==> src/design/smbs_pkg.sv <==
`default_nettype none

package smbs_pkg;

    // Byte and bank geometry
    localparam int BITS_PER_WORD = 8;
    localparam int WORD_W        = 32;
    localparam int BIT_W         = $clog2(BITS_PER_WORD);

    // Command queue between front and back
    localparam int QUEUE_DEPTH = 2;

    // Slot numbering inside one byte: open, 2 per bit, gap, close
    localparam int SLOT_COUNT = 2 * BITS_PER_WORD + 3;
    localparam int SLOT_W     = $clog2(SLOT_COUNT);

    localparam logic [SLOT_W-1:0] SLOT_OPEN      = SLOT_W'(0);
    localparam logic [SLOT_W-1:0] SLOT_FIRST_BIT = SLOT_W'(1);
    localparam logic [SLOT_W-1:0] SLOT_GAP       = SLOT_W'(2 * BITS_PER_WORD + 1);
    localparam logic [SLOT_W-1:0] SLOT_CLOSE     = SLOT_W'(2 * BITS_PER_WORD + 2);

    // Hold codes
    localparam logic [1:0] HOLD_UNTIL_NEXT = 2'd0;
    localparam logic [1:0] HOLD_HALF       = 2'd1;
    localparam logic [1:0] HOLD_FULL       = 2'd2;

    // Configuration register indexes
    localparam int CFG_IDX_W = 3;
    localparam logic [CFG_IDX_W-1:0] CFG_CLOCK_POLARITY     = 3'd0;
    localparam logic [CFG_IDX_W-1:0] CFG_CLOCK_PHASE        = 3'd1;
    localparam logic [CFG_IDX_W-1:0] CFG_HALF_PERIOD_CYCLES = 3'd2;
    localparam logic [CFG_IDX_W-1:0] CFG_CLOCK_PIN_MASK     = 3'd3;
    localparam logic [CFG_IDX_W-1:0] CFG_DATA_OUT_PIN_MASK  = 3'd4;
    localparam logic [CFG_IDX_W-1:0] CFG_SELECT_PIN_MASK    = 3'd5;

    // Configuration reset values
    localparam logic [WORD_W-1:0] RESET_CLOCK_PIN_MASK    = 32'h0000_0001;
    localparam logic [WORD_W-1:0] RESET_DATA_OUT_PIN_MASK = 32'h0000_0002;
    localparam logic [WORD_W-1:0] RESET_SELECT_PIN_MASK   = 32'h0000_0008;

    // One classified byte, as queued from front to back
    typedef struct packed {
        logic [BITS_PER_WORD-1:0] data_byte;
        logic                     last_byte;
        logic                     open_first;
    } t_cmd;

    // Live configuration seen by the sequencer
    typedef struct packed {
        logic              clock_polarity;
        logic              clock_phase;
        logic [WORD_W-1:0] clock_pin_mask;
        logic [WORD_W-1:0] data_out_pin_mask;
        logic [WORD_W-1:0] select_pin_mask;
    } t_cfg;

    // One pin-state slot
    typedef struct packed {
        logic              clock_level;
        logic              data_level;
        logic              select_level;
        logic [WORD_W-1:0] gpio_word;
        logic [1:0]        hold_halves;
        logic              last_of_run;
    } t_slot;

    // Bank word while selected: select bit low, clock/data bits low when level is low
    function automatic logic [WORD_W-1:0] active_word(t_cfg cfg, logic clk, logic dat);
        logic [WORD_W-1:0] w;
        w = ~cfg.select_pin_mask;
        if (!clk) begin
            w = w & ~cfg.clock_pin_mask;
        end
        if (!dat) begin
            w = w & ~cfg.data_out_pin_mask;
        end
        return w;
    endfunction

endpackage

`default_nettype wire

==> src/design/smbs_front.sv <==
`default_nettype none

module smbs_front (
    input  wire                                    i_clk,
    input  wire                                    i_rst_n,
    input  wire                                    i_push,
    input  wire [smbs_pkg::BITS_PER_WORD-1:0]      i_data_byte,
    input  wire                                    i_last_byte,
    input  wire                                    i_queue_full,
    output logic                                   o_full,
    output logic                                   o_queue_push,
    output smbs_pkg::t_cmd                         o_queue_cmd
);

    logic r_frame_open;
    logic n_frame_open;
    logic accept;

    // Take a byte whenever the command queue has room
    assign o_full       = i_queue_full;
    assign accept       = i_push && !i_queue_full;
    assign o_queue_push = accept;

    // Classify: the first byte of a frame also drops select
    always_comb begin
        o_queue_cmd.data_byte  = i_data_byte;
        o_queue_cmd.last_byte  = i_last_byte;
        o_queue_cmd.open_first = !r_frame_open;
    end

    // Track frame state across transfers
    always_comb begin
        n_frame_open = r_frame_open;
        if (accept) begin
            n_frame_open = !i_last_byte;
        end
    end

    always_ff @(posedge i_clk) begin
        if (!i_rst_n) begin
            r_frame_open <= 1'b0;
        end else begin
            r_frame_open <= n_frame_open;
        end
    end

endmodule

`default_nettype wire

==> src/design/smbs_queue.sv <==
`default_nettype none

module smbs_queue #(
    parameter int DEPTH = smbs_pkg::QUEUE_DEPTH
) (
    input  wire                 i_clk,
    input  wire                 i_rst_n,
    input  wire                 i_wr,
    input  wire smbs_pkg::t_cmd i_wdata,
    output logic                o_full,
    input  wire                 i_rd,
    output smbs_pkg::t_cmd      o_rdata,
    output logic                o_valid
);

    localparam int PTR_W = (DEPTH > 1) ? $clog2(DEPTH) : 1;
    localparam int CNT_W = $clog2(DEPTH + 1);
    localparam logic [PTR_W-1:0] LAST_PTR = PTR_W'(DEPTH - 1);

    smbs_pkg::t_cmd r_mem [DEPTH];
    logic [PTR_W-1:0] r_wptr;
    logic [PTR_W-1:0] r_rptr;
    logic [CNT_W-1:0] r_count;
    logic             do_wr;
    logic             do_rd;

    assign o_full  = (r_count == CNT_W'(DEPTH));
    assign o_valid = (r_count != '0);
    assign do_wr   = i_wr && !o_full;
    assign do_rd   = i_rd && o_valid;
    assign o_rdata = r_mem[r_rptr];

    // Store entries
    always_ff @(posedge i_clk) begin
        if (do_wr) begin
            r_mem[r_wptr] <= i_wdata;
        end
    end

    // Advance pointers and occupancy
    always_ff @(posedge i_clk) begin
        if (!i_rst_n) begin
            r_wptr  <= '0;
            r_rptr  <= '0;
            r_count <= '0;
        end else begin
            if (do_wr) begin
                r_wptr <= (r_wptr == LAST_PTR) ? '0 : r_wptr + PTR_W'(1);
            end
            if (do_rd) begin
                r_rptr <= (r_rptr == LAST_PTR) ? '0 : r_rptr + PTR_W'(1);
            end
            if (do_wr && !do_rd) begin
                r_count <= r_count + CNT_W'(1);
            end else if (do_rd && !do_wr) begin
                r_count <= r_count - CNT_W'(1);
            end
        end
    end

endmodule

`default_nettype wire

==> src/design/smbs_back.sv <==
`default_nettype none

module smbs_back (
    input  wire                 i_clk,
    input  wire                 i_rst_n,
    input  wire smbs_pkg::t_cfg i_cfg,
    input  wire                 i_queue_valid,
    input  wire smbs_pkg::t_cmd i_queue_cmd,
    output logic                o_queue_pop,
    input  wire                 i_pop,
    output logic                o_empty,
    output smbs_pkg::t_slot     o_slot
);

    logic                          r_busy;
    smbs_pkg::t_cmd                r_cmd;
    logic [smbs_pkg::SLOT_W-1:0]   r_idx;
    smbs_pkg::t_slot               r_out;
    logic                          r_out_valid;

    smbs_pkg::t_slot               slot;
    logic                          slot_final;
    logic                          adv;
    logic                          load;
    logic [smbs_pkg::SLOT_W-1:0]   bit_slot;
    logic [smbs_pkg::BIT_W-1:0]    bit_sel;
    logic                          idle_clk;
    logic                          first_clk;
    logic                          bit_val;

    // Bit slots: offset from first bit slot, pair number picks the bit MSB first
    assign idle_clk  = i_cfg.clock_polarity;
    assign first_clk = i_cfg.clock_polarity ^ i_cfg.clock_phase;
    assign bit_slot  = r_idx - smbs_pkg::SLOT_FIRST_BIT;
    assign bit_sel   = smbs_pkg::BIT_W'(smbs_pkg::BITS_PER_WORD - 1) - bit_slot[smbs_pkg::BIT_W:1];
    assign bit_val   = r_cmd.data_byte[bit_sel];

    // Build the current slot
    always_comb begin
        slot.clock_level  = idle_clk;
        slot.data_level   = 1'b0;
        slot.select_level = 1'b0;
        slot.gpio_word    = smbs_pkg::active_word(i_cfg, idle_clk, 1'b0);
        slot.hold_halves  = smbs_pkg::HOLD_HALF;
        slot.last_of_run  = 1'b0;
        slot_final        = 1'b0;
        if (r_idx == smbs_pkg::SLOT_OPEN) begin
            slot.hold_halves = smbs_pkg::HOLD_HALF;
        end else if (r_idx == smbs_pkg::SLOT_GAP) begin
            slot.hold_halves = r_cmd.last_byte ? smbs_pkg::HOLD_FULL : smbs_pkg::HOLD_HALF;
            slot.last_of_run = !r_cmd.last_byte;
            slot_final       = !r_cmd.last_byte;
        end else if (r_idx == smbs_pkg::SLOT_CLOSE) begin
            slot.select_level = 1'b1;
            slot.gpio_word    = i_cfg.select_pin_mask |
                                (idle_clk ? i_cfg.clock_pin_mask : '0);
            slot.hold_halves  = smbs_pkg::HOLD_UNTIL_NEXT;
            slot.last_of_run  = 1'b1;
            slot_final        = 1'b1;
        end else begin
            slot.clock_level = first_clk ^ bit_slot[0];
            slot.data_level  = bit_val;
            slot.gpio_word   = smbs_pkg::active_word(i_cfg, first_clk ^ bit_slot[0], bit_val);
        end
    end

    // Emit a slot whenever the output register is free or being drained
    assign adv         = r_busy && (!r_out_valid || i_pop);
    assign load        = i_queue_valid && (!r_busy || (adv && slot_final));
    assign o_queue_pop = load;

    // Sequence control
    always_ff @(posedge i_clk) begin
        if (!i_rst_n) begin
            r_busy <= 1'b0;
        end else if (load) begin
            r_busy <= 1'b1;
        end else if (adv && slot_final) begin
            r_busy <= 1'b0;
        end
    end

    always_ff @(posedge i_clk) begin
        if (load) begin
            r_cmd <= i_queue_cmd;
            r_idx <= i_queue_cmd.open_first ? smbs_pkg::SLOT_OPEN : smbs_pkg::SLOT_FIRST_BIT;
        end else if (adv) begin
            r_idx <= r_idx + smbs_pkg::SLOT_W'(1);
        end
    end

    // Output register
    always_ff @(posedge i_clk) begin
        if (!i_rst_n) begin
            r_out_valid <= 1'b0;
        end else if (adv) begin
            r_out_valid <= 1'b1;
        end else if (i_pop) begin
            r_out_valid <= 1'b0;
        end
    end

    always_ff @(posedge i_clk) begin
        if (adv) begin
            r_out <= slot;
        end
    end

    assign o_empty = !r_out_valid;
    assign o_slot  = r_out;

endmodule

`default_nettype wire

==> src/design/spi_master_bit_sequencer_unit.sv <==
// Write-only SPI master sequencer. Each byte pushed in becomes a run of
// pin-state slots popped out one per cycle while pop stays high: a
// select-drop slot when the byte opens a frame, two half-period slots per
// bit (MSB first), one gap slot, and after a byte marked last a
// select-rise slot. That is 17 to 19 slots per byte. The sequencer emits
// slots into its output register and loads the next queued byte as it
// emits the last slot of the current one. A two-entry command queue sits
// between the byte intake and the sequencer, so bytes can be pushed while
// the current one is still being played out. Slot timing is left to the
// consumer through hold_halves; the half-period register is accepted on
// the configuration port but does not change any slot. Configuration
// should be written only while no byte is in flight.
`default_nettype none

module spi_master_bit_sequencer_unit #(
    parameter int QUEUE_DEPTH = smbs_pkg::QUEUE_DEPTH
) (
    input  wire                                  i_clk,
    input  wire                                  i_rst_n,
    // byte intake
    input  wire                                  push,
    output logic                                 full,
    input  wire [smbs_pkg::BITS_PER_WORD-1:0]    i_data_byte,
    input  wire                                  i_last_byte,
    // slot output
    output logic                                 empty,
    input  wire                                  pop,
    output logic                                 o_clock_level,
    output logic                                 o_data_level,
    output logic                                 o_select_level,
    output logic [smbs_pkg::WORD_W-1:0]          o_gpio_word,
    output logic [1:0]                           o_hold_halves,
    output logic                                 o_last_of_run,
    // configuration
    input  wire                                  i_cfg_we,
    input  wire [smbs_pkg::CFG_IDX_W-1:0]        i_cfg_index,
    input  wire [smbs_pkg::WORD_W-1:0]           i_cfg_data
);

    smbs_pkg::t_cfg  r_cfg;
    smbs_pkg::t_cmd  front_cmd;
    smbs_pkg::t_cmd  queue_cmd;
    smbs_pkg::t_slot slot;
    logic            front_push;
    logic            queue_full;
    logic            queue_valid;
    logic            queue_pop;

    // Configuration registers
    always_ff @(posedge i_clk) begin
        if (!i_rst_n) begin
            r_cfg.clock_polarity    <= 1'b0;
            r_cfg.clock_phase       <= 1'b0;
            r_cfg.clock_pin_mask    <= smbs_pkg::RESET_CLOCK_PIN_MASK;
            r_cfg.data_out_pin_mask <= smbs_pkg::RESET_DATA_OUT_PIN_MASK;
            r_cfg.select_pin_mask   <= smbs_pkg::RESET_SELECT_PIN_MASK;
        end else if (i_cfg_we) begin
            case (i_cfg_index)
                smbs_pkg::CFG_CLOCK_POLARITY:    r_cfg.clock_polarity    <= i_cfg_data[0];
                smbs_pkg::CFG_CLOCK_PHASE:       r_cfg.clock_phase       <= i_cfg_data[0];
                smbs_pkg::CFG_CLOCK_PIN_MASK:    r_cfg.clock_pin_mask    <= i_cfg_data;
                smbs_pkg::CFG_DATA_OUT_PIN_MASK: r_cfg.data_out_pin_mask <= i_cfg_data;
                smbs_pkg::CFG_SELECT_PIN_MASK:   r_cfg.select_pin_mask   <= i_cfg_data;
                // half period is informational only; unknown indexes drop
                default: begin
                end
            endcase
        end
    end

    smbs_front u_front (
        .i_clk        (i_clk),
        .i_rst_n      (i_rst_n),
        .i_push       (push),
        .i_data_byte  (i_data_byte),
        .i_last_byte  (i_last_byte),
        .i_queue_full (queue_full),
        .o_full       (full),
        .o_queue_push (front_push),
        .o_queue_cmd  (front_cmd)
    );

    smbs_queue #(
        .DEPTH (QUEUE_DEPTH)
    ) u_queue (
        .i_clk   (i_clk),
        .i_rst_n (i_rst_n),
        .i_wr    (front_push),
        .i_wdata (front_cmd),
        .o_full  (queue_full),
        .i_rd    (queue_pop),
        .o_rdata (queue_cmd),
        .o_valid (queue_valid)
    );

    smbs_back u_back (
        .i_clk         (i_clk),
        .i_rst_n       (i_rst_n),
        .i_cfg         (r_cfg),
        .i_queue_valid (queue_valid),
        .i_queue_cmd   (queue_cmd),
        .o_queue_pop   (queue_pop),
        .i_pop         (pop),
        .o_empty       (empty),
        .o_slot        (slot)
    );

    assign o_clock_level  = slot.clock_level;
    assign o_data_level   = slot.data_level;
    assign o_select_level = slot.select_level;
    assign o_gpio_word    = slot.gpio_word;
    assign o_hold_halves  = slot.hold_halves;
    assign o_last_of_run  = slot.last_of_run;

endmodule

`default_nettype wire

==> config.mk <==
export PLATFORM = sky130hd
export DESIGN_NAME = spi_master_bit_sequencer_unit
export DESIGN_NICKNAME = d
export VERILOG_FILES = /design/src/design/smbs_pkg.sv /design/src/design/smbs_front.sv /design/src/design/smbs_queue.sv /design/src/design/smbs_back.sv /design/src/design/spi_master_bit_sequencer_unit.sv
export SDC_FILE = /design/constraint.sdc
export NUM_CORES = 1
export LEC_CHECK = 0
export BUFFER_PORTS_ARGS = -buffer_cell sky130_fd_sc_hd__buf_2
export CORE_MARGIN = 5
export CORE_UTILIZATION = 25
export DETAILED_ROUTE_END_ITERATION = 6
export PLACE_DENSITY = 0.41
export SLEW_MARGIN = 20
export SYNTH_ARGS = -nofsm -noshare
export SYNTH_HDL_FRONTEND = slang
export SYNTH_HIERARCHICAL = 1
export SYNTH_SLANG_ARGS = --single-unit
==> constraint.sdc <==
create_clock -name i_clk -period 6.15 [get_ports i_clk]
set_input_delay 0 -clock i_clk [delete_from_list [all_inputs] [get_ports i_clk]]
set_output_delay 0 -clock i_clk [all_outputs]
set_load 0.01 [all_outputs]
# --- Word level (Yosys, flattened, before mapping) ---
# Memory sizes are Yosys's and may differ from the RTL's. A register that Yosys moved wholly into a read port is not among the register bits.
# Cells that the tools add are included.
op_classes:
  mux: 34
  eq_ne: 7
  n_bitwise: 9
  n_reduce_logical: 32
  add_sub_neg: 7
  magnitude_cmp: 1
ops:
  columns: ["cell", "n"]
  rows:
  - ["2-to-1 mux 32 bit", 8]
  - ["AND 32 bit", 3]
  - ["NOT 32 bit", 3]
  - ["2-to-1 mux 35 bit", 2]
  - ["OR 32 bit", 1]
  - ["2-to-1 mux 1 bit", 15]
  - ["== test 5 bit (second input constant)", 2]
  - ["2-to-1 mux 2 bit", 5]
  - ["2-to-1 mux 5 bit", 2]
  - ["AND reduction 2 bit", 5]
  - ["nonzero test 2 bit", 5]
  - ["logical AND 1 bit", 8]
  - ["zero test 1 bit", 8]
  - ["== test 3 bit (second input constant)", 2]
  - ["adder 5 x 1 -> 5 bit (second input constant)", 1]
  - ["zero test 5 bit", 1]
  - ["< comparator 3 x 4 -> 1 bit (second input constant)", 1]
  - ["subtractor 4 x 1 -> 4 bit (second input constant)", 1]
  - ["binary-select mux 1 bit (select 3 bit)", 1]
  - ["== test 3 x 1 -> 1 bit (second input constant)", 1]
  - ["== test 3 x 2 -> 1 bit (second input constant)", 1]
  - ["zero test 3 bit", 1]
  - ["2-to-1 mux 3 bit", 1]
  - ["OR reduction 3 bit", 1]
  - ["8 further kinds", 11]
word_totals:
  n_memories: 1
  elab_cells: 111
  regBits: 157
  output_inout_bits: 40
  ram_bits: 20
memory_table:
  columns: ["name", "depth", "width", "read_ports", "rd_clocked_by_memory_dff", "wr", "line_no", "text"]
  rows:
  - ["u_queue.r_mem", 2, 10, 1, 1, 1, "smbs_queue.sv:20", "smbs_pkg::t_cmd r_mem [DEPTH];"]

# --- Longest topological paths before layout ---
depth:
  ltp_word: 11
  mapped_depth: 11
  mapped_depth_nobuf: 10

# --- Cells and area by module ---
# The synthesis kept the hierarchy.
by_module_without_submodules:
  columns: ["mod", "cells_each", "instances", "area_per_inst_um2", "seq_area_each_um2"]
  rows:
  - ["smbs_back", 398, 1, 3806.2, 1601.5]
  - ["spi_master_bit_sequencer_unit", 360, 1, 3693.5, 1961.9]
  - ["smbs_queue", 57, 1, 948.4, 700.7]
  - ["smbs_front", 15, 1, 130.1, 20.0]

# --- Worst setup path before layout ---
# OpenSTA, ideal clock, no wires.
synth_timing:
  kind: "register to register"
  from: "register u_back.r_out_valid"
  to: "register u_back/r_idx[0] in the netlist's numbering (enable)"
  arrival_time_ps: 2562
  slack_ps: 3282
  path_buffers: 0
  stages_incl_launch_ff: 4
  required_ps: 5843
  path_cell_list: "dfxtp_1 nor2b_1 nor2b_1 or2_2"
synth_between:
  elab_chain_len: 7
synth_rtl:
  columns: ["element", "line_no", "text"]
  rows:
  - ["start, declared", "smbs_back.sv:19", "logic r_out_valid;"]
  - ["start signal, assigned", "smbs_back.sv:95", "r_out_valid <= 1'b0;"]
  - ["start signal, assigned", "smbs_back.sv:97", "r_out_valid <= 1'b1;"]
  - ["start signal, assigned", "smbs_back.sv:99", "r_out_valid <= 1'b0;"]
  - ["zero test 1 bit *", "smbs_back.sv:68", "assign adv = r_busy && (!r_out_valid || i_pop);"]
  - ["logical OR 1 bit *", "smbs_back.sv:68", null]
  - ["logical AND 1 bit *", "smbs_back.sv:68", null]
  - ["net u_back.adv", "smbs_back.sv:23", "logic adv;"]
  - ["logical AND 1 bit", "smbs_back.sv:69", "assign load = i_queue_valid && (!r_busy || (adv && slot_final));"]
  - ["logical OR 1 bit", "smbs_back.sv:69", null]
  - ["logical AND 1 bit", "smbs_back.sv:69", null]
  - ["nonzero test 2 bit (no source line) *", null, null]
  - ["end signal, assigned", "smbs_back.sv:86", "r_idx <= i_queue_cmd.open_first ? smbs_pkg::SLOT_OPEN : smbs_pkg::SLOT_FIRST_BIT;"]
  - ["end signal, assigned", "smbs_back.sv:88", "r_idx <= r_idx + smbs_pkg::SLOT_W'(1);"]
  - ["end, declared", "smbs_back.sv:17", "logic [smbs_pkg::SLOT_W-1:0] r_idx;"]
# The timed path passes the listed nets; every way through them passes the cells marked *.
# A chain may end at the register's enable or synchronous reset.

# --- Worst setup path after layout ---
layout_timing:
  from: "register u_back/r_idx[0] in the netlist's numbering"
  to: "register u_queue.r_count[1]"
layout_between:
  elab_chain_len: 11
layout_rtl:
  columns: ["element", "line_no", "text"]
  rows:
  - ["== test 5 bit", "smbs_back.sv:53", "end else if (r_idx == smbs_pkg::SLOT_CLOSE) begin"]
  - ["2-to-1 mux 1 bit", "smbs_back.sv:53", null]
  - ["2-to-1 mux 1 bit", "smbs_back.sv:49", "end else if (r_idx == smbs_pkg::SLOT_GAP) begin"]
  - ["2-to-1 mux 1 bit *", "smbs_back.sv:47", "if (r_idx == smbs_pkg::SLOT_OPEN) begin"]
  - ["logical AND 1 bit *", "smbs_back.sv:69", null]
  - ["logical OR 1 bit *", "smbs_back.sv:69", null]
  - ["logical AND 1 bit *", "smbs_back.sv:69", null]
  - ["net queue_pop", "spi_master_bit_sequencer_unit.sv:47", "logic queue_pop;"]
  - ["logical AND 1 bit *", "smbs_queue.sv:30", "assign do_rd = i_rd && o_valid;"]
  - ["zero test 1 bit", "smbs_queue.sv:53", "if (do_wr && !do_rd) begin"]
  - ["logical AND 1 bit", "smbs_queue.sv:53", null]
  - ["2-to-1 mux 2 bit / nonzero test 2 bit (equally long branches)", null, null]
  - ["end signal, assigned", "smbs_queue.sv:54", "r_count <= r_count + CNT_W'(1);"]
  - ["end signal, assigned", "smbs_queue.sv:56", "r_count <= r_count - CNT_W'(1);"]
  - ["end, declared", "smbs_queue.sv:23", "logic [CNT_W-1:0] r_count;"]
# Marks and branches as above.

==> impl_results.md <==
* Status: finished, final reports clean
* Share of cells above drive strength 1 at 17.06%
* Combinational fraction of design power at 40.0%
* Total Power at 4.508 mW
* CTS max path bufs at 2
* Number of diodes at 0
* Post-Syn Area at 8578 um2
* LEAKAGE at 3.798 nW
* Synth async-reset ratio at 0%
* YS warnings at 6
* Final Cycle Share at 59.67%
* Vias after detailed routing at 6,736
* Post-Synth XOR/XNOR Area at 1.094%
* Hold_ws at 0.03355 ns
* Wire per inst at 18.43 um
* Post-route setup TNS at 0 ns
* Syn_area_per_cell at 10.34 um2
* Worst Setup Path Type: reg -> reg
* CP cell instances: ha_1, nand2b_2, a211o_1, a21boi_4, o21ai_0, ha_1, or3_1, a21oi_1
* Worst slew pin tran at 1.039 ns
* Main combinational cell family by area after synthesis: compound AO/OA/AOI/OAI gates
* Nets at 973
* Root Driver: clkbuf_16
* Unrepaired setup endpoints after global routing: false
* Slew HR at 30.63%
* Core Footprint at 33,700 um2
* Hold Crit Class: in -> reg
* Post-Synth Adder-Cell Area at 0.7293%
* All-Layer GR Usage at 13.09%
* Slew Viols, Final at 0
* Crit-path most repeated cell: ha_1
* Clock latency reported for the late side of the worst-skew pair at 0.44 ns
* Clock group share of total power at 24.2%
* CP bufs+invs at 0
* Net count after synthesis at 884
* Rows at 67
* Detailed placement HPWL at 13.82 mm
* WL final at 25.44 mm
* Largest net degree at the start of global routing at 87
* Seq pwr share at 35.8%
* Critical Path RT at 6.53 ns
* Top fanout value on the critical path at 36
* Final setup fails at 0
* P&R area growth vs syn at 20.11%
* Max Cap Viol at 0
* Crit end category: flip-flop
* Starting density of the core at 25.45%
* Setup crit start kind: flip-flop
* F_max at 272.5 MHz
* NetSw at 1.862 mW
* 1st-iter DRT viols at 488
* # IOs at 89
* Post-route DRC at 0
* CTS buffer count at 17
* Kind of cell adding the most delay to the critical path: compound AO/OA/AOI/OAI gates
* Sequential share of the synthesized area at 49.94%
* Post-DP Area at 9253 um2
* First-pass GRT wire length at 39.47 mm
* GPL Wtd Cong at 0.7128
* Vias/cell at 4.881
* Net Sw Frac at 41.31%
* PD cells at 437.5 nW/um2
* Antenna Nets Post-Route at 0
* Worst vdd ir at 0.2906 mV
* Filler cells at 3,539
* Post-Syn Instances at 830
* PostCTS Resize Cnt at 0
* Die area at 38,120 um2
* H-tree level count at 4
* First-pass DRT Iterations at 5
* Initial antenna violation count at 0
* Slowest-stage cell, CP: nand2b_2
* Number of global-route vias before repair at 6,810
* Remaining Overflow, GRT at 0
* Post-route cell area at 10,300 um2
* Final Hold Violating Endpoints at 0
* Cell Int Power at 2.646 mW
* CTS tree: built
* Worst EP arrival at 4.05 ns
* EDFF count, synth at 72
* Post-Synth Simple-Gate Area at 13.01%
* Synth Area in Compound Gates at 15.88%
* Ys flop type: dfxtp_1
* Chip height at 195.2 um
* Die W at 195.2 um
* Crit path time final at 3.670 ns
* Clock Skew at 0.009990 ns
* CP max stage delay at 0.69 ns
* Seq cells post-synth at 178
* Synth cell types at 47
* Mux cell area share after synthesis at 13.67%
* Worst-path clk slew at 0.07 ns
* Port Buffer Count at 88
* CTS Sinks at 178
* Post-layout util at 30.57%
flip-flops by register name, indices dropped and copies added (netlist names), 2 cells and up, named ones only:
register / count
u_back/r_idx: 5
u_queue/r_count: 2
u_back/r_cmd: 9
u_back/o_slot: 38
r_cfg: 98
u_queue/r_mem: 20
worst paths after layout:
path,startpoint,to,slack [ns],cells after the start
min,i_rst_n,u_front/r_frame_open,0.03,2
min reg2reg,r_cfg[57],r_cfg[57],0.49,2
max,u_back/r_idx[0],u_queue/r_count[1],2.48,8
max reg2reg,u_back/r_idx[0],u_queue/r_count[1],2.48,8
Yosys cell counts, types with 2 or more instances:
| cell type | n | area share [%] |
|---|---|---|
| a31oi_1 | 32 | 2.3 |
| nand2_1 | 160 | 7.0 |
| o22ai_1 | 32 | 2.3 |
| o41ai_1 | 30 | 3.1 |
| xnor2_1 | 2 | 0.20 |
| nor2_1 | 12 | 0.53 |
| mux4_2 | 2 | 0.53 |
| a21oi_1 | 68 | 4.0 |
| a211o_1 | 2 | 0.20 |
| edfxtp_1 | 72 | 25 |
| nor2b_1 | 11 | 0.80 |
| mux2_2 | 10 | 1.3 |
| ha_1 | 5 | 0.73 |
| buf_6 | 13 | 1.7 |
| nand3_1 | 2 | 0.12 |
| dfxtp_1 | 106 | 25 |
| o21a_1 | 2 | 0.17 |
| clkbuf_1 | 35 | 1.5 |
| mux2i_1 | 100 | 12 |
| xor2_1 | 6 | 0.61 |
| buf_4 | 15 | 1.3 |
| a22oi_1 | 32 | 2.8 |
| nand2b_1 | 3 | 0.22 |
| o41ai_2 | 2 | 0.38 |
| or4_1 | 32 | 2.8 |
| or2_2 | 3 | 0.22 |
| buf_2 | 14 | 0.82 |
| inv_1 | 7 | 0.31 |
| o21ai_0 | 2 | 0.12 |
metrics by stage:
stage | std cells | setup WS, ns
floorplan | 830 | 3.282
global placement | 1301 | 2.464
detailed placement | 1301 | 2.428
CTS | 1380 | 2.386
global route | 1380 | 2.252
finish | 1380 | 2.480
cells by family after synthesis:
| kind of cell | Yosys count |
|---|---|
| xor gates and xnor gates | 9 |
| AOI/OAI and AO/OA | 206 |
| buffers and inverters | 84 |
| adders and majority gates | 5 |
| and+or+nand+nor | 235 |
| DFF | 178 |
| muxes | 113 |
power groups by stage:
stage / registers (mW) / logic [mW] / clock network, mW
finish: 1.62 / 1.80 / 1.09
global placement: 1.65 / 1.78 / 0
detailed placement: 1.65 / 1.78 / 0
global route: 1.64 / 1.93 / 1.18
CTS: 1.62 / 1.81 / 1.14
floorplan: 1.65 / 1.18 / 0
area by class of cell:
| class | instances | area, um2 | share of cell area, % |
|---|---|---|---|
| sequential | 178 | 4284 | 41.58 |
| multi-input combinational | 568 | 3849 | 37.35 |
| timing repair buffer | 147 | 1003 | 9.739 |
| tap | 448 | 560.5 | 5.440 |
| clock buffer | 17 | 425.4 | 4.129 |
| clock inverter | 15 | 155.1 | 1.506 |
| inverter | 7 | 26.28 | 0.2550 |
layout by cell type (no fill, tap or decap), types with 2 or more instances in the layout:
master	count
o21a_1	2
nand3_1	2
mux2i_4	2
o41ai_2	2
a31oi_1	32
buf_4	13
mux2i_1	99
o41ai_1	30
or4_1	32
nor2_1	12
edfxtp_1	72
clkbuf_16	17
ha_1	5
or2_2	3
nor2b_4	2
dfxtp_1	106
mux2_2	10
clkinv_8	2
inv_6	6
nor2b_1	10
mux4_2	2
nand2_1	160
dlygate4sd3_1	47
a21oi_1	68
xnor2_1	2
o22ai_1	32
xor2_1	6
nand2b_1	2
inv_1	7
o21ai_0	2
buf_2	87
inv_8	5
a211o_1	2
a22oi_1	32
what timing repair did:
item	4_1_cts	5_1_grt
endpoints found under the hold margin	118	0
hold buffers	47	0
buffers inserted	0	0
routing by layer:
| metal | track usage [%] | up-vias | share of wire, % |
|---|---|---|---|
| met1 | 17.86 | 3240 | 48 |
| met5 | 0 | - | 0 |
| li1 | - | 3287 | - |
| met3 | 2.964 | 26 | 5.0 |
| met4 | 3.646 | 0 | 1.5 |
| met2 | 20.94 | 183 | 45 |
Power figures use the tool's default switching activity.
